[config.mk]
export PLATFORM = sky130hd
export DESIGN_NAME = mse_cell
export DESIGN_NICKNAME = d
export VERILOG_FILES = /design/src/rtl/merge_sort_engine_core_assert.svh /design/src/rtl/mse_pkg.sv /design/src/rtl/mse_cell.sv
export SDC_FILE = /design/constraint.sdc
export NUM_CORES = 1
export LEC_CHECK = 0
export BUFFER_PORTS_ARGS = -buffer_cell sky130_fd_sc_hd__buf_2
export CAP_MARGIN = 20
export CORE_MARGIN = 2
export CORE_UTILIZATION = 46
export CTS_CLUSTER_SIZE = 40
export DETAILED_ROUTE_END_ITERATION = 10
export PLACE_DENSITY = 0.82
export SETUP_SLACK_MARGIN = 0.15
export SLEW_MARGIN = 15
export SYNTH_ARGS = -nofsm -noshare
export SYNTH_HDL_FRONTEND = slang
export SYNTH_SLANG_ARGS = --single-unit
[constraint.sdc]
create_clock -name clk -period 4.43 [get_ports clk]
set_input_delay 0.6645 -clock clk [delete_from_list [all_inputs] [get_ports clk]]
set_output_delay 0.6645 -clock clk [all_outputs]
set_load 0.03 [all_outputs]
[src/rtl/merge_sort_engine_core_assert.svh]
// ---------------------------------------------------------------------------
// Assertion macros for the merge sort engine
// Concurrent checks clocked on clk, quiet while arst_n is low.
// ---------------------------------------------------------------------------
`ifndef MERGE_SORT_ENGINE_CORE_ASSERT_SVH
`define MERGE_SORT_ENGINE_CORE_ASSERT_SVH

// same-cycle implication
`define MSE_ASSERT_NOW(label, ante, cons, msg) \
	label: assert property (@(posedge clk) disable iff (!arst_n) (ante) |-> (cons)) \
		else $error(msg);

// next-cycle implication
`define MSE_ASSERT_NEXT(label, ante, cons, msg) \
	label: assert property (@(posedge clk) disable iff (!arst_n) (ante) |=> (cons)) \
		else $error(msg);

`endif

[src/rtl/mse_pkg.sv]
// ---------------------------------------------------------------------------
// mse_pkg
// Shared constants, types and control bundle for the merge sort engine.
// ---------------------------------------------------------------------------
package mse_pkg;

	localparam int CAPACITY = 64;
	localparam int DATA_W   = 32;
	localparam int CNT_W    = $clog2(CAPACITY + 1);

	typedef logic signed [DATA_W-1:0] data_t;
	typedef logic [CNT_W-1:0]         cnt_t;

	typedef enum logic {
		ST_LOAD,
		ST_DRAIN
	} state_t;

	// command broadcast from the controller to every cell
	typedef struct packed {
		logic insert;
		logic shift_out;
	} ctl_t;

endpackage

[src/rtl/mse_cell.sv]
// ---------------------------------------------------------------------------
// mse_cell
// One slot of the sorting row: holds a value, takes the new word, its left
// neighbor, or its right neighbor, depending on the broadcast command.
// ---------------------------------------------------------------------------
module mse_cell (
	input  logic           clk,
	input  logic           arst_n,
	input  mse_pkg::ctl_t  ctl,
	input  mse_pkg::data_t new_val,
	input  mse_pkg::data_t left_val,
	input  logic           left_valid,
	input  logic           left_gt,
	input  mse_pkg::data_t right_val,
	input  logic           right_valid,
	output mse_pkg::data_t val,
	output logic           valid,
	output logic           gt
);

	mse_pkg::data_t val_q;
	logic           valid_q;

	// empty slot or strictly greater: new word goes in front of it (ties stay ahead)
	assign gt    = !valid_q || (val_q > new_val);
	assign val   = val_q;
	assign valid = valid_q;

	always_ff @(posedge clk or negedge arst_n) begin
		if (!arst_n) begin
			valid_q <= 1'b0;
		end else if (ctl.shift_out) begin
			valid_q <= right_valid;
		end else if (ctl.insert) begin
			if (left_gt) begin
				valid_q <= left_valid;
			end else if (gt) begin
				valid_q <= 1'b1;
			end
		end
	end

	always_ff @(posedge clk) begin
		if (ctl.shift_out) begin
			val_q <= right_val;
		end else if (ctl.insert) begin
			if (left_gt) begin
				val_q <= left_val;
			end else if (gt) begin
				val_q <= new_val;
			end
		end
	end

endmodule

Word level (Yosys, flattened, before mapping)

Index checks and enable logic that the tools add are counted.

Flip-flop bits (word level): 33
Output and inout port bits: 34
Word-level logic and storage cells: 16

$lt $le $gt $ge: 1
Mux-type cells: 8
Reduce and logical (&&, ||, !) cells: 5

Operators with widths:

| operator                       | count |
|---|---|
| two-way mux 32 bit             | 4 |
| greater-than comparator 32 bit | 1 |
| two-way mux 1 bit              | 4 |
| nonzero test 3 bit             | 1 |
| AND reduction 2 bit            | 1 |
| nonzero test 2 bit             | 1 |
| zero test 1 bit                | 1 |
| logical OR 1 bit               | 1 |

Depth between registers and ports, before layout

Word-level depth: 6
Mapped depth: 8
Depth with buffers taken out: 8

Worst setup path before layout

Ideal clock, no wire load.

Path kind: input -> register
From: in new_val[31]
To: reg val_q[0], in the netlist val[0] (enable)
Library setup time: 0.421 ns
Arrival: 3.228 ns
Data required time: 4.009 ns
Setup slack: 0.781 ns
Stages on the path: 8
Buffers on the path: 0
Cells stage by stage: inv_1 -> ha_1 -> nand4_2 -> nor4_4 -> and2b_1 -> o31a_2 -> a2111oi_1 -> nor2_1

Word-level cells in the longest chain between the ends: 4

RTL lines:

| element                        | RTL line       | source |
|---|---|---|
| start, declared                | mse_cell.sv:10 | `input mse_pkg::data_t new_val,` |
| greater-than comparator 32 bit | mse_cell.sv:25 | `assign gt = !valid_q \|\| (val_q > new_val);` |
| logical OR 1 bit               | mse_cell.sv:25 |  |
| nonzero test 3 bit (no line)   | --             |  |
| AND reduction 2 bit (no line)  | --             |  |
| end signal, assigned           | mse_cell.sv:45 | `val_q <= right_val;` |
| end signal, assigned           | mse_cell.sv:48 | `val_q <= left_val;` |
| end signal, assigned           | mse_cell.sv:50 | `val_q <= new_val;` |
| end, declared                  | mse_cell.sv:21 | `mse_pkg::data_t val_q;` |

Every way passes these cells.
A chain may end at the register's enable or synchronous reset.

Worst setup path in the final report

From: in new_val[10]
To: out gt

Word-level cells in the longest chain between the ends: 2

RTL lines:

| element                        | RTL line       | source |
|---|---|---|
| greater-than comparator 32 bit | mse_cell.sv:25 |  |
| logical OR 1 bit               | mse_cell.sv:25 |  |
| end, declared                  | mse_cell.sv:18 | `output logic gt` |

Every way passes these cells.

==> impl_metrics.json <==
{
  "status": "finished clean",
  "die_h_um": 78.4,
  "finalCritPeriodShare_pct": 72.8,
  "finalWeightedCongestion": 0.772,
  "topRoutingLayerUsed": "met4",
  "clk_latency_ns": 0.28,
  "grt_max_degree": 67,
  "crit_arrival_ns": 2.56,
  "wl_per_cell_um": 13.1,
  "endpoint_kind": "primary output",
  "layout-drive-gt1-share_pct": 38.0,
  "hold_violations": 0,
  "viasPerCell": 5.09,
  "post_cts_buffers": 0,
  "synth_nets": 400,
  "antenna_found_initial": 0,
  "crit_path_max_incr_delay_ns": 0.62,
  "clock_path_buffers": 2,
  "clock_sinks": 33,
  "root_buffer": "clkbuf_8",
  "area_growth_pct": 32.9,
  "coreArea_sq_um": 5440,
  "fin_setup_tns_ns": 0,
  "fmax_ghz": 0.310,
  "synthCells": 265,
  "ir_worst_vdd_v": 0.000157,
  "dp.cells": 464,
  "reg2reg_from": "val[10]",
  "yosysWarningCount": 0,
  "die_x_um": 78.4,
  "syn_area_per_cell_sq_um": 9.61,
  "final_common_cell": "buf_2",
  "grt_overflow": 0,
  "slew_headroom_pct": 39.0,
  "cap_violations": 0,
  "crit_fanout": 3,
  "drt-met1-wl_um": 2690,
  "io_pins": 137,
  "crit_family": "compound AO/OA/AOI/OAI gates",
  "final_nets": 534,
  "wl_met2_um": 3070,
  "worstMarginPinSlew_ns": 0.912,
  "drv_slew": 0,
  "reg2reg_to": "val[17]",
  "cpMostUsedCell": "buf_2",
  "dr_wl_met3_um": 344,
  "cts_tree": "yes",
  "drtPass1Iterations": 4,
  "clkTransAtPathRegs_ns": 0.06,
  "synthDistinctLibCells": 34,
  "grt_pass1_vias": 2357,
  "cts_made_buffers": 5,
  "startpoint_type": "input port",
  "leakage_nw": 1.80,
  "start_util_pct": 46.8,
  "required_ns": 3.77,
  "instances_no_fill": 472,
  "critical_path_class": "in -> out",
  "rrSetupSlack_ns": 1.43,
  "cp_num_buf_inv": 3,
  "ctsHoldBuffers": 0,
  "core.rowCount": 27,
  "ctsResizeCount": 0,
  "ant_nets": 0,
  "finClkSkew_ns": 0.0131,
  "dieArea_sq_um": 6150,
  "rr_worst_depth": 6,
  "setup_viol": 0,
  "htree_levels": 2,
  "grtUsageTotal_pct": 20.8,
  "wl_um": 6200,
  "num_vias": 2403,
  "powerDensity_nw_per_um2": 285,
  "netlist_area_sq_um": 2550,
  "drt_iter0_drc": 83,
  "grt_pass1_wl_um": 10100,
  "slowest_stage": "a2111oi_1",
  "path_cells": "buf_2 > inv_1 > ha_1 > nand4_1 > a2111oi_1 > a211o_1 > a21oi_1 > a2bb2oi_2 > buf_2",
  "yosysSeqAreaShare_pct": 38.7,
  "io_buffers": 136,
  "drc": 0,
  "place_hpwl_um": 4970,
  "fin_crit_ns": 3.22,
  "rsz0062_at_grt": "no",
  "diodes": 0,
  "final_cell_mix": "buf_2, nand2_1, o21ai_0",
  "yosys_register_bits": 33,
  "hp-class": "in -> async",
  "fillers": 475
}
-- cells in the mapped netlist --
cell / n / area share [%]
nand2_1: 38 / 5.6
o21ai_0: 34 / 6.7
inv_1: 33 / 4.9
edfxtp_1: 32 / 38
ha_1: 32 / 16
mux2i_1: 32 / 13
a21oi_1: 13 / 2.6
clkbuf_1: 8 / 1.2
nand4_1: 7 / 1.7
nor2_1: 5 / 0.74
buf_2: 3 / 0.59
nand3_1: 3 / 0.59
a2111oi_1: 2 / 0.79
a21o_1: 2 / 0.59
o22ai_1: 2 / 0.49
a211o_1: 1 / 0.34
a211oi_1: 1 / 0.29
a21boi_0: 1 / 0.29
a221oi_1: 1 / 0.34
a2bb2oi_2: 1 / 0.59
and2b_1: 1 / 0.29
dfrtp_1: 1 / 0.98
nand2_2: 1 / 0.25
nand2b_1: 1 / 0.25
nand4_2: 1 / 0.49
nor2b_1: 1 / 0.25
nor2b_4: 1 / 0.54
nor3_1: 1 / 0.20
nor4_1: 1 / 0.25
nor4_4: 1 / 0.84
o211ai_1: 1 / 0.29
o211ai_2: 1 / 0.49
o21ai_1: 1 / 0.20
o31a_2: 1 / 0.39
-- worst max path at each step --
stage                     slack, ns  endpoint  depth (start not counted)        start
after global placement         1.18   val[24]                          8  new_val[10]
after floorplan                0.78    val[0]                          8  new_val[31]
after CTS                      1.26        gt                          9  new_val[10]
after detailed placement       1.07   val[24]                          8  new_val[10]
final                          1.21        gt                          9  new_val[10]
after global routing           1.14        gt                          9  new_val[14]
-- power by group --
group | internal [mW] | switching [mW]
Clock | 0.127 | 0.105
Sequential | 0.386 | 0.0190
Combinational | 0.127 | 0.200
-- per-stage QoR --
step / cell area (sq um) / setup WS, ns / total power, mW / hold WS (ns) / utilization (%)
global placement: 3290 / 1.18 / 0.728 / 0.440 / 60.6
detailed placement: 3290 / 1.07 / 0.739 / 0.441 / 60.6
global route: 3380 / 1.14 / 1.02 / 0.144 / 62.2
CTS: 3380 / 1.26 / 0.969 / 0.147 / 62.2
finish: 3380 / 1.21 / 0.964 / 0.154 / 62.2
floorplan: 2550 / 0.781 / 0.619 / 0.369 / -
-- routing by layer --
metal	GRT usage, %	vias up
met5	0	-
met3	2.99	9
met2	37.7	89
met4	7.37	0
met1	25.2	1079
li1	-	1226
-- sequential cells by signal, indices dropped and copies added (netlist names) --
| register | flops |
|---|---|
| val | 32 |
| valid | 1 |
-- cell families after synthesis --
logic type	Yosys count	share of synthesized area, %
simple gates	62	12.0
mux	32	12.6
fa+ha+maj	32	15.7
flops	33	38.7
compound gates	62	14.3
buf+inv	44	6.63
-- final cells by class --
type,instances,area [sq um],area share (%)
Clock buffer,8,90.1,2.66
Inverter,33,124,3.66
Multi-Input combinational cell,188,1400,41.3
Sequential cell,33,986,29.1
Tap cell,72,90.1,2.66
Timing Repair Buffer,138,696,20.6
No activity file was read; power rests on OpenSTA's default activity.
