## src/rtl/merge_sort_engine_core_assert.svh

```systemverilog
// ---------------------------------------------------------------------------
// Assertion macros for the merge sort engine
// Concurrent checks clocked on clk, quiet while arst_n is low.
// ---------------------------------------------------------------------------
`ifndef MERGE_SORT_ENGINE_CORE_ASSERT_SVH
`define MERGE_SORT_ENGINE_CORE_ASSERT_SVH

// same-cycle implication
`define MSE_ASSERT_NOW(label, ante, cons, msg) \
	label: assert property (@(posedge clk) disable iff (!arst_n) (ante) |-> (cons)) \
		else $error(msg);

// next-cycle implication
`define MSE_ASSERT_NEXT(label, ante, cons, msg) \
	label: assert property (@(posedge clk) disable iff (!arst_n) (ante) |=> (cons)) \
		else $error(msg);

`endif

```

## src/rtl/mse_pkg.sv

```systemverilog
// ---------------------------------------------------------------------------
// mse_pkg
// Shared constants, types and control bundle for the merge sort engine.
// ---------------------------------------------------------------------------
package mse_pkg;

	localparam int CAPACITY = 64;
	localparam int DATA_W   = 32;
	localparam int CNT_W    = $clog2(CAPACITY + 1);

	typedef logic signed [DATA_W-1:0] data_t;
	typedef logic [CNT_W-1:0]         cnt_t;

	typedef enum logic {
		ST_LOAD,
		ST_DRAIN
	} state_t;

	// command broadcast from the controller to every cell
	typedef struct packed {
		logic insert;
		logic shift_out;
	} ctl_t;

endpackage

```

## src/rtl/mse_ctrl.sv

```systemverilog
// ---------------------------------------------------------------------------
// mse_ctrl
// Load/drain sequencer: element count, overflow flag and channel handshakes.
// ---------------------------------------------------------------------------
`include "merge_sort_engine_core_assert.svh"

module mse_ctrl (
	input  logic          clk,
	input  logic          arst_n,
	input  logic          in_valid,
	input  logic          in_is_last,
	output logic          in_ready,
	input  logic          out_ready,
	output logic          out_valid,
	output logic          is_final,
	output logic          overflow,
	output mse_pkg::ctl_t ctl
);

	mse_pkg::state_t state_q, state_d;
	mse_pkg::cnt_t   count_q;
	logic            ovf_q;
	logic            in_acc;
	logic            full;

	assign full   = (count_q == mse_pkg::cnt_t'(mse_pkg::CAPACITY));
	assign in_acc = in_valid && in_ready;

	always_comb begin
		state_d = state_q;
		case (state_q)
			mse_pkg::ST_LOAD: begin
				if (in_acc && in_is_last) state_d = mse_pkg::ST_DRAIN;
			end
			mse_pkg::ST_DRAIN: begin
				if (out_ready && is_final) state_d = mse_pkg::ST_LOAD;
			end
			default: state_d = mse_pkg::ST_LOAD;
		endcase
	end

	always_comb begin
		in_ready      = 1'b0;
		out_valid     = 1'b0;
		case (state_q)
			mse_pkg::ST_LOAD:  in_ready  = 1'b1;
			mse_pkg::ST_DRAIN: out_valid = 1'b1;
			default: ;
		endcase
		is_final      = out_valid && (count_q == mse_pkg::cnt_t'(1));
		overflow      = ovf_q;
		ctl.insert    = in_acc && !full;
		ctl.shift_out = out_valid && out_ready;
	end

	always_ff @(posedge clk or negedge arst_n) begin
		if (!arst_n) begin
			state_q <= mse_pkg::ST_LOAD;
			count_q <= '0;
			ovf_q   <= 1'b0;
		end else begin
			state_q <= state_d;
			if (ctl.insert) begin
				count_q <= count_q + mse_pkg::cnt_t'(1);
			end else if (ctl.shift_out) begin
				count_q <= count_q - mse_pkg::cnt_t'(1);
			end
			if (in_acc && full) begin
				ovf_q <= 1'b1;
			end else if (ctl.shift_out && is_final) begin
				ovf_q <= 1'b0;
			end
		end
	end

	`MSE_ASSERT_NOW(a_excl_sides, 1'b1, !(in_ready && out_valid), "load and drain overlap")
	`MSE_ASSERT_NOW(a_drain_nonempty, out_valid, count_q != '0, "draining an empty row")
	`MSE_ASSERT_NOW(a_cnt_range, 1'b1, count_q <= mse_pkg::cnt_t'(mse_pkg::CAPACITY),
		"count beyond capacity")
	`MSE_ASSERT_NEXT(a_last_starts, in_acc && in_is_last, out_valid, "last word did not start drain")
	`MSE_ASSERT_NEXT(a_final_ends, out_valid && out_ready && is_final,
		in_ready && count_q == '0 && !ovf_q, "batch state not cleared after final word")

endmodule

```

## config.mk

```make
export PLATFORM = sky130hd
export DESIGN_NAME = mse_ctrl
export DESIGN_NICKNAME = d
export VERILOG_FILES = /design/src/rtl/mse_pkg.sv /design/src/rtl/mse_ctrl.sv
export VERILOG_INCLUDE_DIRS = /design/src /design/src/rtl
export SDC_FILE = /design/constraint.sdc
export NUM_CORES = 1
export LEC_CHECK = 0
export ABC_AREA = 1
export BUFFER_PORTS_ARGS = -buffer_cell sky130_fd_sc_hd__buf_2
export CAP_MARGIN = 25
export CORE_AREA = 2 2 41 43
export CTS_BUF_LIST = sky130_fd_sc_hd__clkbuf_16
export CTS_CLUSTER_SIZE = 25
export DETAILED_ROUTE_END_ITERATION = 8
export DIE_AREA = 0 0 43 45
export GPL_TIMING_DRIVEN = 0
export PLACE_DENSITY_LB_ADDON = 0.12
export SLEW_MARGIN = 20
export SYNTH_ARGS = -nofsm -noshare
export SYNTH_HDL_FRONTEND = slang
export SYNTH_SLANG_ARGS = --single-unit
export TNS_END_PERCENT = 20
```

## constraint.sdc

```tcl
create_clock -name clk -period 1.4 [get_ports clk]
set_input_delay 0.28 -clock clk [delete_from_list [all_inputs] [get_ports clk]]
set_output_delay 0.28 -clock clk [all_outputs]
set_load 0.005 [all_outputs]
```

Yosys cells after proc, flatten, opt, wreduce, memory -nomap -nowiden
Cells that the tools add are included.
- word-level logic and storage cells: 28
- ROM bits: 0
- input port bits: 5
- bits in latches: 0
- memories kept: 0
- output and inout port bits: 6
- memory bits (writable): 0
- register bits: 9
- magnitude comparators: 0
- reduce and logical (&&, ||, !) cells: 11
- bitwise logic cells: 1
- muxes and demuxes: 9
- equality and inequality tests: 2
- div/mod/pow operators: 0
- $mul: 0
- $add $sub $neg: 2
- shift-type cells: 0
- operators by type and width (operator ; count):
    2-to-1 mux 7 bit ; 2
    logical AND 1 bit ; 8
    adder 7 x 1 -> 7 bit, second input constant ; 1
    equality test 7 x 1 -> 1 bit, second input constant ; 1
    equality test 7 bit, second input constant ; 1
    subtractor 7 x 1 -> 7 bit, second input constant ; 1
    2-to-1 mux 1 bit ; 6
    nonzero test 2 bit ; 2
    one-hot mux 1 bit (2 select lines) ; 1
    zero test 1 bit ; 1
    NOT 1 bit ; 1

Logic depth before layout (Yosys ltp)
Gate-level depths: netlist (run 1).
- depth in word-level cells: 5
- gate-level depth with buffers: 11
- depth with buffers taken out: 11

Worst setup path after synthesis (run 1)
No wires, ideal clock.
- kind: flip-flop to output port
- start point: register count_q[0]
- end point: output port ctl[1] (netlist name)
- required time: 1120 ps
- setup slack: 50 ps
- path buffers: 0
- arrival: 1070 ps
- stages on the path, launching flop included: 8
- path through: dfrtp_1 inv_1 ha_1 nand2_1 clkinv_1 nand3_2 nand2_4 inv_4
- RTL lines (what ; RTL line ; source):
    start, declared ; mse_ctrl.sv:21 ; mse_pkg::cnt_t count_q;
    start signal, assigned ; mse_ctrl.sv:64 ; count_q <= count_q + mse_pkg::cnt_t'(1);
    start signal, assigned ; mse_ctrl.sv:66 ; count_q <= count_q - mse_pkg::cnt_t'(1);
    end, declared ; mse_ctrl.sv:17 ; output mse_pkg::ctl_t ctl

Final worst setup path (run 1)
- start point: register count_q[1]
- end point: output port is_final
- word-level cells in the longest chain between the ends: 2
- ends and longest elaborated chain (what ; RTL line ; source):
    equality test 7 x 1 -> 1 bit ; mse_ctrl.sv:50 ; is_final = out_valid && (count_q == mse_pkg::cnt_t'(1));
    logical AND 1 bit ; mse_ctrl.sv:50 ;
    end, declared ; mse_ctrl.sv:15 ; output logic is_final,
No other way between the ends.

==> impl_metrics.env, run 1 <==
export IMPL_hold_path_class="input pin to register"
export IMPL_startpoint_type="register"
export IMPL_p_clk_share_pct=24.1
export IMPL_wl_met3_um=101
export IMPL_track_usage_pct=21.8
export IMPL_fp_dieH_um=45
export IMPL_gp_congestion=0.856
export IMPL_crit_top_cell="inv_2"
export IMPL_p_comb_share_pct=51.5
export IMPL_async_flop_share_pct=100
export IMPL_dpl_worst_slack_ns=-0.181
export IMPL_yosysWarnings=0
export IMPL_path_depth=5
export IMPL_max_stage_delay_ns=0.37
export IMPL_setup_ws_ns=-0.183
export IMPL_maxSlewHeadroom_pct=81.4
export IMPL_ctsLongestPathBuffers=2
export IMPL_hold_viol=0
export IMPL_cts_tree="built"
export IMPL_clk_latency_ns=0.24
export IMPL_grt_overflow_total=0
export IMPL_synth_area_um2=681
export IMPL_totalWireLength_um=1730
export IMPL_synthTopCellsByArea="dfrtp_1 33%, nand2_1 16%, inv_1 8.3%"
export IMPL_ir_drop_mv=1.11
export IMPL_crit_type="register to output port"
export IMPL_ios=11
export IMPL_fin_crit_sh_pct=113
export IMPL_wl_met2_um=870
export IMPL_syn_instance_count=97
export IMPL_hold_path_end="state_q$_DFF_PN0_"
export IMPL_vias_per_cell=4.91
export IMPL_r2r_worst_path_cells=12
export IMPL_setup_violations=2
export IMPL_hold_slack_ns=0.284
export IMPL_ys_top_cells_by_count="29 x nand2_1, 15 x inv_1, 10 x nand3_1"
export IMPL_cts_buffers_inserted=3
export IMPL_place_area_um2=751
export IMPL_critical_path_required_ns=1.12
export IMPL_violations="setup timing"
export IMPL_area_growth_pct=47.6
export IMPL_final_min_clock_period_ns=1.58
export IMPL_min_from="in_is_last"
export IMPL_p_switching_w=0.000834
export IMPL_rsz0062_at_grt="true"
export IMPL_whs_path_depth=3
export IMPL_ant_nets=0
export IMPL_drtIter0Drc=7
export IMPL_internal_power_w=0.00123
export IMPL_grt_pass1_vias=712
export IMPL_clk_pin_slew_ns=0.04
export IMPL_worstPathMaxFanout=3
export IMPL_layout_drive_gt1_share_pct=42.9
export IMPL_syn_area_per_cell_um2=7.02
export IMPL_drv_slew=0
export IMPL_root_buffer="clkbuf_16"
export IMPL_run_status="finished, violations left"
export IMPL_fmax_ghz=0.632
export IMPL_start_util_pct=46.3
export IMPL_yosysMostFrequentCell="nand2_1"
export IMPL_worst_pin_slew_ns=0.278
export IMPL_setup_tns_ns=-0.317
export IMPL_endpoint_kind="output port"
export IMPL_r2r_start="count_q[1]$_DFFE_PN0P_"
export IMPL_grt_max_degree=10
export IMPL_p_sw_share_pct=40.3
export IMPL_finClkSkew_ns=0.00192
export IMPL_multi_input_area_um2=427
export IMPL_seqPwrFrac_pct=24.5
export IMPL_cp_arrival_ns=1.30
export IMPL_nets=136
export IMPL_synth_seq_cells=9
export IMPL_fillers=123
export IMPL_drt_pre_antenna_iters=4
export IMPL_syn_nets=106
export IMPL_max_cap_violations=0
export IMPL_maxUsedRoutingLayer="met4"
export IMPL_p_leak_nw=0.548
export IMPL_routedWlPerCell_um=12.2
export IMPL_synth_top_cell_by_area="dfrtp_1"
export IMPL_dieWidth_um=43
export IMPL_cts_sinks=9
export IMPL_cp_slowest_cell="dfrtp_1"
export IMPL_crit_buf_inv=3
export IMPL_drc=0
export IMPL_dieArea_um2=1940
export IMPL_seqCellArea_um2=226
export IMPL_grt_pass1_wl_um=3020
export IMPL_synth_distinct_cells=22
export IMPL_powerDensity_nw_per_um2=2060
export IMPL_synth_enable_flop_cells=0
export IMPL_crit_chain="inv_2, ha_4, inv_2, nor4_2, buf_2"
export IMPL_num_rows=14
export IMPL_final_cell_area_um2=1000
export IMPL_dp_hpwl_um=1060
export IMPL_synth_top_area_share_pct=33.1
export IMPL_seq_area_frac_synth_pct=33.1
export IMPL_diodes=0
export IMPL_htree_levels=1
export IMPL_met1_length_um=715
export IMPL_path_delay_family="flip-flops"
export IMPL_core_um2=1470
export IMPL_synth_ff_type="dfrtp_1"
export IMPL_antenna_found_initial=0
export IMPL_rrSetupSlack_ns=0.03
export IMPL_via_count=697
export IMPL_rr_endpoint="count_q[6]$_DFFE_PN0P_"
export IMPL_io_buffers=10
-- final cells by class --
| cell class | instances | share of cell area [%] |
|---|---|---|
| flip-flops and latches | 9 | 22.5 |
| clock buffers | 3 | 7.47 |
| clock inverters | 1 | 0.374 |
| well taps | 16 | 1.99 |
| inverters | 20 | 8.34 |
| repair buffers | 25 | 16.8 |
| multi-input cells | 68 | 42.5 |
-- flip-flops by register name (all words and copies together), names as in the netlist --
signal / flops
count_q: 7
overflow: 1
state_q: 1
-- cells by family (layout without fill, tap and decap cells) --
family | count (synthesis) | in the layout | synth area share, %
simple gates | 60 | 60 | 43.9
buf+inv | 20 | 49 | 12.1
flops | 9 | 9 | 33.1
fa+ha+maj | 4 | 4 | 7.35
compound gates | 3 | 3 | 2.21
xor+xnor | 1 | 1 | 1.29
-- how the worst max path moves through the flow --
stage	start	end	slack, ns
6_report	count_q[1]$_DFFE_PN0P_	is_final	-0.18
3_3_place_gp	count_q[0]$_DFFE_PN0P_	ctl[1]	-0.18
4_1_cts	count_q[2]$_DFFE_PN0P_	is_final	-0.17
3_5_place_dp	count_q[0]$_DFFE_PN0P_	ctl[1]	-0.18
5_1_grt	count_q[1]$_DFFE_PN0P_	is_final	-0.21
2_1_floorplan	count_q[0]$_DFFE_PN0P_	ctl[1]	0.05
-- placed cells by master (no fill, tap or decap), drive strengths merged --
| master | count |
|---|---|
| nand2 | 35 |
| buf | 24 |
| inv | 19 |
| nand3 | 11 |
| nor2 | 10 |
| dfrtp | 9 |
| ha | 4 |
| clkbuf | 3 |
| o21ai | 3 |
| clkinv | 2 |
| nand4 | 2 |
| nor4 | 1 |
| xor2 | 1 |
| nor3 | 1 |
| dlygate4sd3 | 1 |
-- tightest hold or removal path, stage by stage --
cell	delay [ns]
buf_2	0.07
nand2_1	0.05
o21ai_1	0.07
-- power groups by stage --
stage                     logic [W]  registers, W  clock network (W)
after floorplan            0.000497      0.000518                  0
after global placement     0.000619      0.000550                  0
after detailed placement   0.000628      0.000553                  0
after CTS                  0.000978      0.000507           0.000506
after global routing        0.00121      0.000521           0.000516
final                       0.00106      0.000506           0.000498
-- layer usage --
metal  global-route usage [%]  vias to the layer above
li1                         -                      355
met1                     24.1                      320
met2                     37.3                       16
met3                     8.80                        6
met4                     9.70                        0
met5                        0                        -
-- stage by stage --
stage,power (W),utilization [%],std cells
2_1_floorplan,0.00101,-,97
3_3_place_gp,0.00117,51.0,123
3_5_place_dp,0.00118,51.0,123
4_1_cts,0.00199,66.1,141
5_1_grt,0.00224,68.3,142
6_report,0.00207,68.3,142
-- timing repair --
action,4_1_cts,5_1_grt
setup buffers,13,1
endpoints found under the hold margin,9,0
hold buffers,1,0
setup endpoints to repair,8,7
gates resized for setup,10,5
pin swaps,5,3
(Power assumes the default switching activity.)
==> inputs of run 2 (changes only) <==
Settings changed: CELL_PAD_IN_SITES_DETAIL_PLACEMENT from default to 0, CELL_PAD_IN_SITES_GLOBAL_PLACEMENT from default to 1, CORE_AREA 2 2 41 43 to 2 2 48 50, DIE_AREA 0 0 43 45 to 0 0 50 52.
==> run 2 against run 1 <==
Effect of this change:
- the flow still finishes with violations (setup timing)
- global-route usage is 6.4 points lower
- sequential share of layout area is 0.22 points higher
- register-to-register slack worse by 0.04 ns
- routed wire length is 0.69% lower
- final cell count is 6.3% higher
- sequential power is 13% higher
- hold slack worse by 0.0018 ns
- sequential cell count stayed put
- clock power hardly changed
==> impl_metrics.env, run 2 (synthesis gave the netlist of run 1 again) <==
export IMPL_run_status="finished, violations left"
export IMPL_violations="setup timing"
export IMPL_setup_tns_ns=-0.367
export IMPL_final_cell_mix="28 x nand2_1, 14 x inv_1, 10 x buf_4"
export IMPL_clk_pin_slew_ns=0.04
export IMPL_fp_dieH_um=52
export IMPL_endpoint_kind="output port"
export IMPL_grt_pass1_vias=678
export IMPL_crit_type="register to output port"
export IMPL_grt_max_degree=10
export IMPL_ctsLongestPathBuffers=2
export IMPL_final_cell_area_um2=1010
export IMPL_nets=133
export IMPL_cp_arrival_ns=1.32
export IMPL_totalWireLength_um=1720
export IMPL_ir_drop_mv=1.04
export IMPL_grt_pass1_wl_um=2940
export IMPL_cts_buffers_inserted=3
export IMPL_num_rows=17
export IMPL_ios=11
export IMPL_antenna_found_initial=0
export IMPL_worst_pin_slew_ns=0.272
export IMPL_routedWlPerCell_um=11.4
export IMPL_drv_slew=0
export IMPL_critical_path_required_ns=1.12
export IMPL_hold_viol=0
export IMPL_hold_path_class="input pin to register"
export IMPL_fin_crit_sh_pct=114
export IMPL_maxSlewHeadroom_pct=81.9
export IMPL_vias_per_cell=4.39
export IMPL_dp_cells=135
export IMPL_layout_drive_gt1_share_pct=42.3
export IMPL_crit_top_cell="inv_2"
export IMPL_mostFrequentLayoutCell="nand2_1"
export IMPL_io_buffers=10
export IMPL_clk_latency_ns=0.23
export IMPL_diodes=0
export IMPL_fmax_ghz=0.625
export IMPL_root_buffer="clkbuf_16"
export IMPL_drc=0
export IMPL_via_count=663
export IMPL_cts_sinks=9
export IMPL_dp_hpwl_um=1180
export IMPL_max_cap_violations=0
export IMPL_setup_ws_ns=-0.199
export IMPL_largest_reg_flops=7
export IMPL_core_um2=2110
export IMPL_crit_chain="inv_2, ha_2, inv_2, nor4_2, buf_2"
export IMPL_p_leak_nw=0.529
export IMPL_setup_violations=4
export IMPL_cp_slowest_cell="dfrtp_1"
export IMPL_drt_pre_antenna_iters=4
export IMPL_finClkSkew_ns=0.00211
export IMPL_rsz0062_at_grt="true"
export IMPL_max_stage_delay_ns=0.38
export IMPL_startpoint_type="register"
export IMPL_ant_nets=0
export IMPL_worstPathMaxFanout=3
export IMPL_place_area_um2=766
export IMPL_final_core_util_pct=47.8
export IMPL_track_usage_pct=15.4
export IMPL_area_growth_pct=47.8
export IMPL_start_util_pct=32.3
export IMPL_dieWidth_um=50
export IMPL_powerDensity_nw_per_um2=2010
export IMPL_grt_overflow_total=0
export IMPL_final_min_clock_period_ns=1.60
export IMPL_final_cells=151
export IMPL_drtIter0Drc=4
export IMPL_dieArea_um2=2600
export IMPL_cts_tree="built"
export IMPL_gp_congestion=0.733
export IMPL_htree_levels=1
export IMPL_finalPower_w=0.00203
export IMPL_max_flop_register="count_q"
==> run 2: changes by cell type in the layout (fill, tap and decap cells not counted), moves of 2 or more <==
cell,previous run,this run
dfrtp_1,8,6
nor2_4,1,3
nor2_2,3,1
dfrtp_2,1,3
buf_4,13,10
==> run 2: power by group <==
group / leakage, nW / total [W] / internal (W) / switching (W)
combinational: 0.387 / 0.000961 / 0.000431 / 0.000530
sequential: 0.100 / 0.000570 / 0.000393 / 0.000177
clock: 0.0423 / 0.000495 / 0.000373 / 0.000122
==> run 2: path summary, 6_finish.rpt <==
check,startpoint,endpoint,slack [ns],cells after the start
max,count_q[1]$_DFFE_PN0P_,is_final,-0.20,5
min,in_is_last,state_q$_DFF_PN0_,0.28,3
max reg2reg,count_q[0]$_DFFE_PN0P_,count_q[4]$_DFFE_PN0P_,-0.01,9
min reg2reg,overflow$_DFFE_PN0P_,overflow$_DFFE_PN0P_,0.53,2
max in group asynchronous,arst_n,count_q[4]$_DFFE_PN0P_,0.74,2
min in group asynchronous,arst_n,count_q[6]$_DFFE_PN0P_,0.44,2
==> run 2: timing repair <==
| action | CTS | global route |
|---|---|---|
| gates resized for setup | 15 | 5 |
| hold buffers | 1 | 0 |
| hold endpoints to repair | 9 | 0 |
| endpoints found under the setup margin | 8 | 9 |
| pin swaps | 3 | 2 |
| buffers inserted | 9 | 2 |
==> run 2: routing by layer <==
layer / up-vias / share of wire (%) / GRT usage [%]
met5: - / 0 / 0
met2: 5 / 50 / 26.5
met4: 0 / 0 / 4.17
met3: 0 / 2.1 / 3.45
li1: 352 / - / -
met1: 306 / 48 / 19.1
==> run 2: metrics by stage <==
step                worst slack, ns  hold WS [ns]
floorplan                    0.0504       -0.0156
global placement             -0.209         0.157
detailed placement           -0.205         0.160
CTS                          -0.148         0.277
global route                 -0.237         0.294
finish                       -0.199         0.282
==> run 2: worst max-delay path, delay by kind of cell, from the launching register on <==
family	cells	cell delay, ns
adders and majority gates	1	0.18
buffers and inverters	3	0.30
DFF	1	0.38
and+or+nand+nor	1	0.22
==> run 2: layout make-up <==
cell class                 instances  area (um2)
clock buffer                       3        75.1
clock inverter                     1        3.75
fill                             215        1100
inverter                          20        86.3
multi-input combinational         68         424
sequential                         9         229
tap                               28        35.0
timing repair buffer              22         153
==> inputs of run 3 (changes only) <==
Settings changed: PLACE_DENSITY_LB_ADDON 0.12 to 0.1.
==> run 3 against run 2 <==
Effect of this change:
- non-clock buffer count up 2
- fmax up 3.4%
- count of clock-buffer cells in the layout unchanged
- utilization up 0.53 points
- critical path type unchanged
- design area up 1.1%
- via count up 1.4%
- power up 2.5%
- combinational power up 8%
- critical endpoint unchanged
- clock power up 2%
- setup slack better by 0.053 ns
- the run still ends with setup timing left
==> impl_metrics.env, run 3 (synthesis gave the netlist of run 1 again) <==
export IMPL_run_status="finished, violations left"
export IMPL_violations="setup timing"
export IMPL_cts_buffers_inserted=3
export IMPL_setup_ws_ns=-0.146
export IMPL_rsz0062_at_grt="true"
export IMPL_grt_pass1_wl_um=2930
export IMPL_fillers=210
export IMPL_p_leak_nw=0.541
export IMPL_core_um2=2110
export IMPL_grt_overflow_total=0
export IMPL_antenna_found_initial=0
export IMPL_finClkSkew_ns=0.000578
export IMPL_largest_reg_flops=7
export IMPL_root_buffer="clkbuf_16"
export IMPL_endpoint_kind="output port"
export IMPL_finalPower_w=0.00208
export IMPL_mostFrequentLayoutCell="nand2_1"
export IMPL_startpoint_type="register"
export IMPL_fin_crit_sh_pct=110
export IMPL_fmax_ghz=0.647
export IMPL_num_rows=17
export IMPL_via_count=672
export IMPL_vias_per_cell=4.39
export IMPL_final_min_clock_period_ns=1.55
export IMPL_critical_path_required_ns=1.12
export IMPL_final_cell_mix="27 x nand2_1, 14 x inv_1, 12 x buf_4"
export IMPL_max_cap_violations=0
export IMPL_dieArea_um2=2600
export IMPL_max_flop_register="count_q"
export IMPL_fp_dieH_um=52
export IMPL_hold_slack_ns=0.282
export IMPL_track_usage_pct=15.6
export IMPL_diodes=0
export IMPL_drc=0
export IMPL_r2r_worst_path_cells=12
export IMPL_hold_viol=0
export IMPL_setup_violations=2
export IMPL_dieWidth_um=50
export IMPL_htree_levels=1
export IMPL_worst_pin_slew_ns=0.267
export IMPL_crit_type="register to output port"
export IMPL_worstPathMaxFanout=2
export IMPL_drt_pre_antenna_iters=4
export IMPL_grt_max_degree=10
export IMPL_ir_drop_mv=0.776
export IMPL_dp_cells=135
export IMPL_totalWireLength_um=1730
export IMPL_critPathLaunch="count_q[2]$_DFFE_PN0P_"
export IMPL_endpoint="is_final"
export IMPL_gp_congestion=0.726
export IMPL_maxSlewHeadroom_pct=82.2
export IMPL_start_util_pct=32.3
export IMPL_hold_path_class="input pin to register"
export IMPL_dp_hpwl_um=1130
export IMPL_rr_endpoint="count_q[4]$_DFFE_PN0P_"
export IMPL_grt_pass1_vias=662
export IMPL_dpl_worst_slack_ns=-0.216
export IMPL_io_buffers=10
export IMPL_drv_slew=0
export IMPL_final_cells=153
export IMPL_powerDensity_nw_per_um2=2040
export IMPL_rrSetupSlack_ns=0.02
export IMPL_area_growth_pct=49.4
export IMPL_drtIter0Drc=14
export IMPL_cts_tree="built"
export IMPL_ant_nets=0
export IMPL_r2r_start="count_q[1]$_DFFE_PN0P_"
export IMPL_cp_arrival_ns=1.27
export IMPL_ctsLongestPathBuffers=2
export IMPL_clk_latency_ns=0.23
export IMPL_nets=135
export IMPL_routedWlPerCell_um=11.3
export IMPL_layout_drive_gt1_share_pct=43.2
export IMPL_ios=11
export IMPL_cts_sinks=9
export IMPL_clk_pin_slew_ns=0.04
[run 3: power by group]
group	switching (W)	internal [W]	total [W]	leakage (nW)
clock	0.000129	0.000374	0.000503	0.0423
combinational	0.000573	0.000464	0.00104	0.400
sequential	0.000140	0.000396	0.000536	0.0991
[run 3: worst min-delay path by stage]
stage	cells after the start	slack [ns]	endpoint	start
floorplan	0	-0.02	count_q[0]$_DFFE_PN0P_	arst_n
global placement	1	0.16	count_q[6]$_DFFE_PN0P_	arst_n
detailed placement	1	0.16	overflow$_DFFE_PN0P_	arst_n
CTS	3	0.27	state_q$_DFF_PN0_	in_is_last
global route	3	0.31	state_q$_DFF_PN0_	in_is_last
finish	3	0.28	state_q$_DFF_PN0_	in_is_last
[run 3: final cells by class]
cell class	instances	area (um2)	share of cell area (%)
Timing Repair Buffer	24	168	16.5
Tap cell	28	35.0	3.44
Inverter	20	86.3	8.49
Sequential cell	9	230	22.6
Multi-Input combinational cell	68	419	41.2
Clock buffer	3	75.1	7.38
Clock inverter	1	3.75	0.369
[run 3: metal layers]
layer  part of all wire, %  wire length [um]  track usage (%)  up-vias
met4                   1.7                29             8.33        0
met2                    49               854             26.3        8
met1                    46               802             18.3      308
met5                     0                 0                0        -
li1                      -                 -                -      352
met3                   2.7                47             3.74        4
[run 3: what timing repair did]
action / 4_1_cts / 5_1_grt
hold buffers: 1 / 0
pin swaps: 5 / 2
buffers inserted: 13 / 0
endpoints found under the hold margin: 9 / 0
setup endpoints to repair: 8 / 7
resized for setup: 18 / 1
[run 3: per-stage QoR]
stage | utilization [%] | area [um2] | TNS, ns
final | 48.3 | 1020 | -0.278
after global placement | 36.4 | 766 | -0.782
after floorplan | - | 681 | 0
after CTS | 48.1 | 1010 | -0.291
after detailed placement | 36.4 | 766 | -0.792
after global routing | 48.3 | 1020 | -0.696
[run 3: critical path, stage by stage, from the launching register on]
cell,delay (ns)
dfrtp_2,0.42
nor2_4,0.13
nand2_2,0.07
nor4_2,0.26
buf_2,0.15
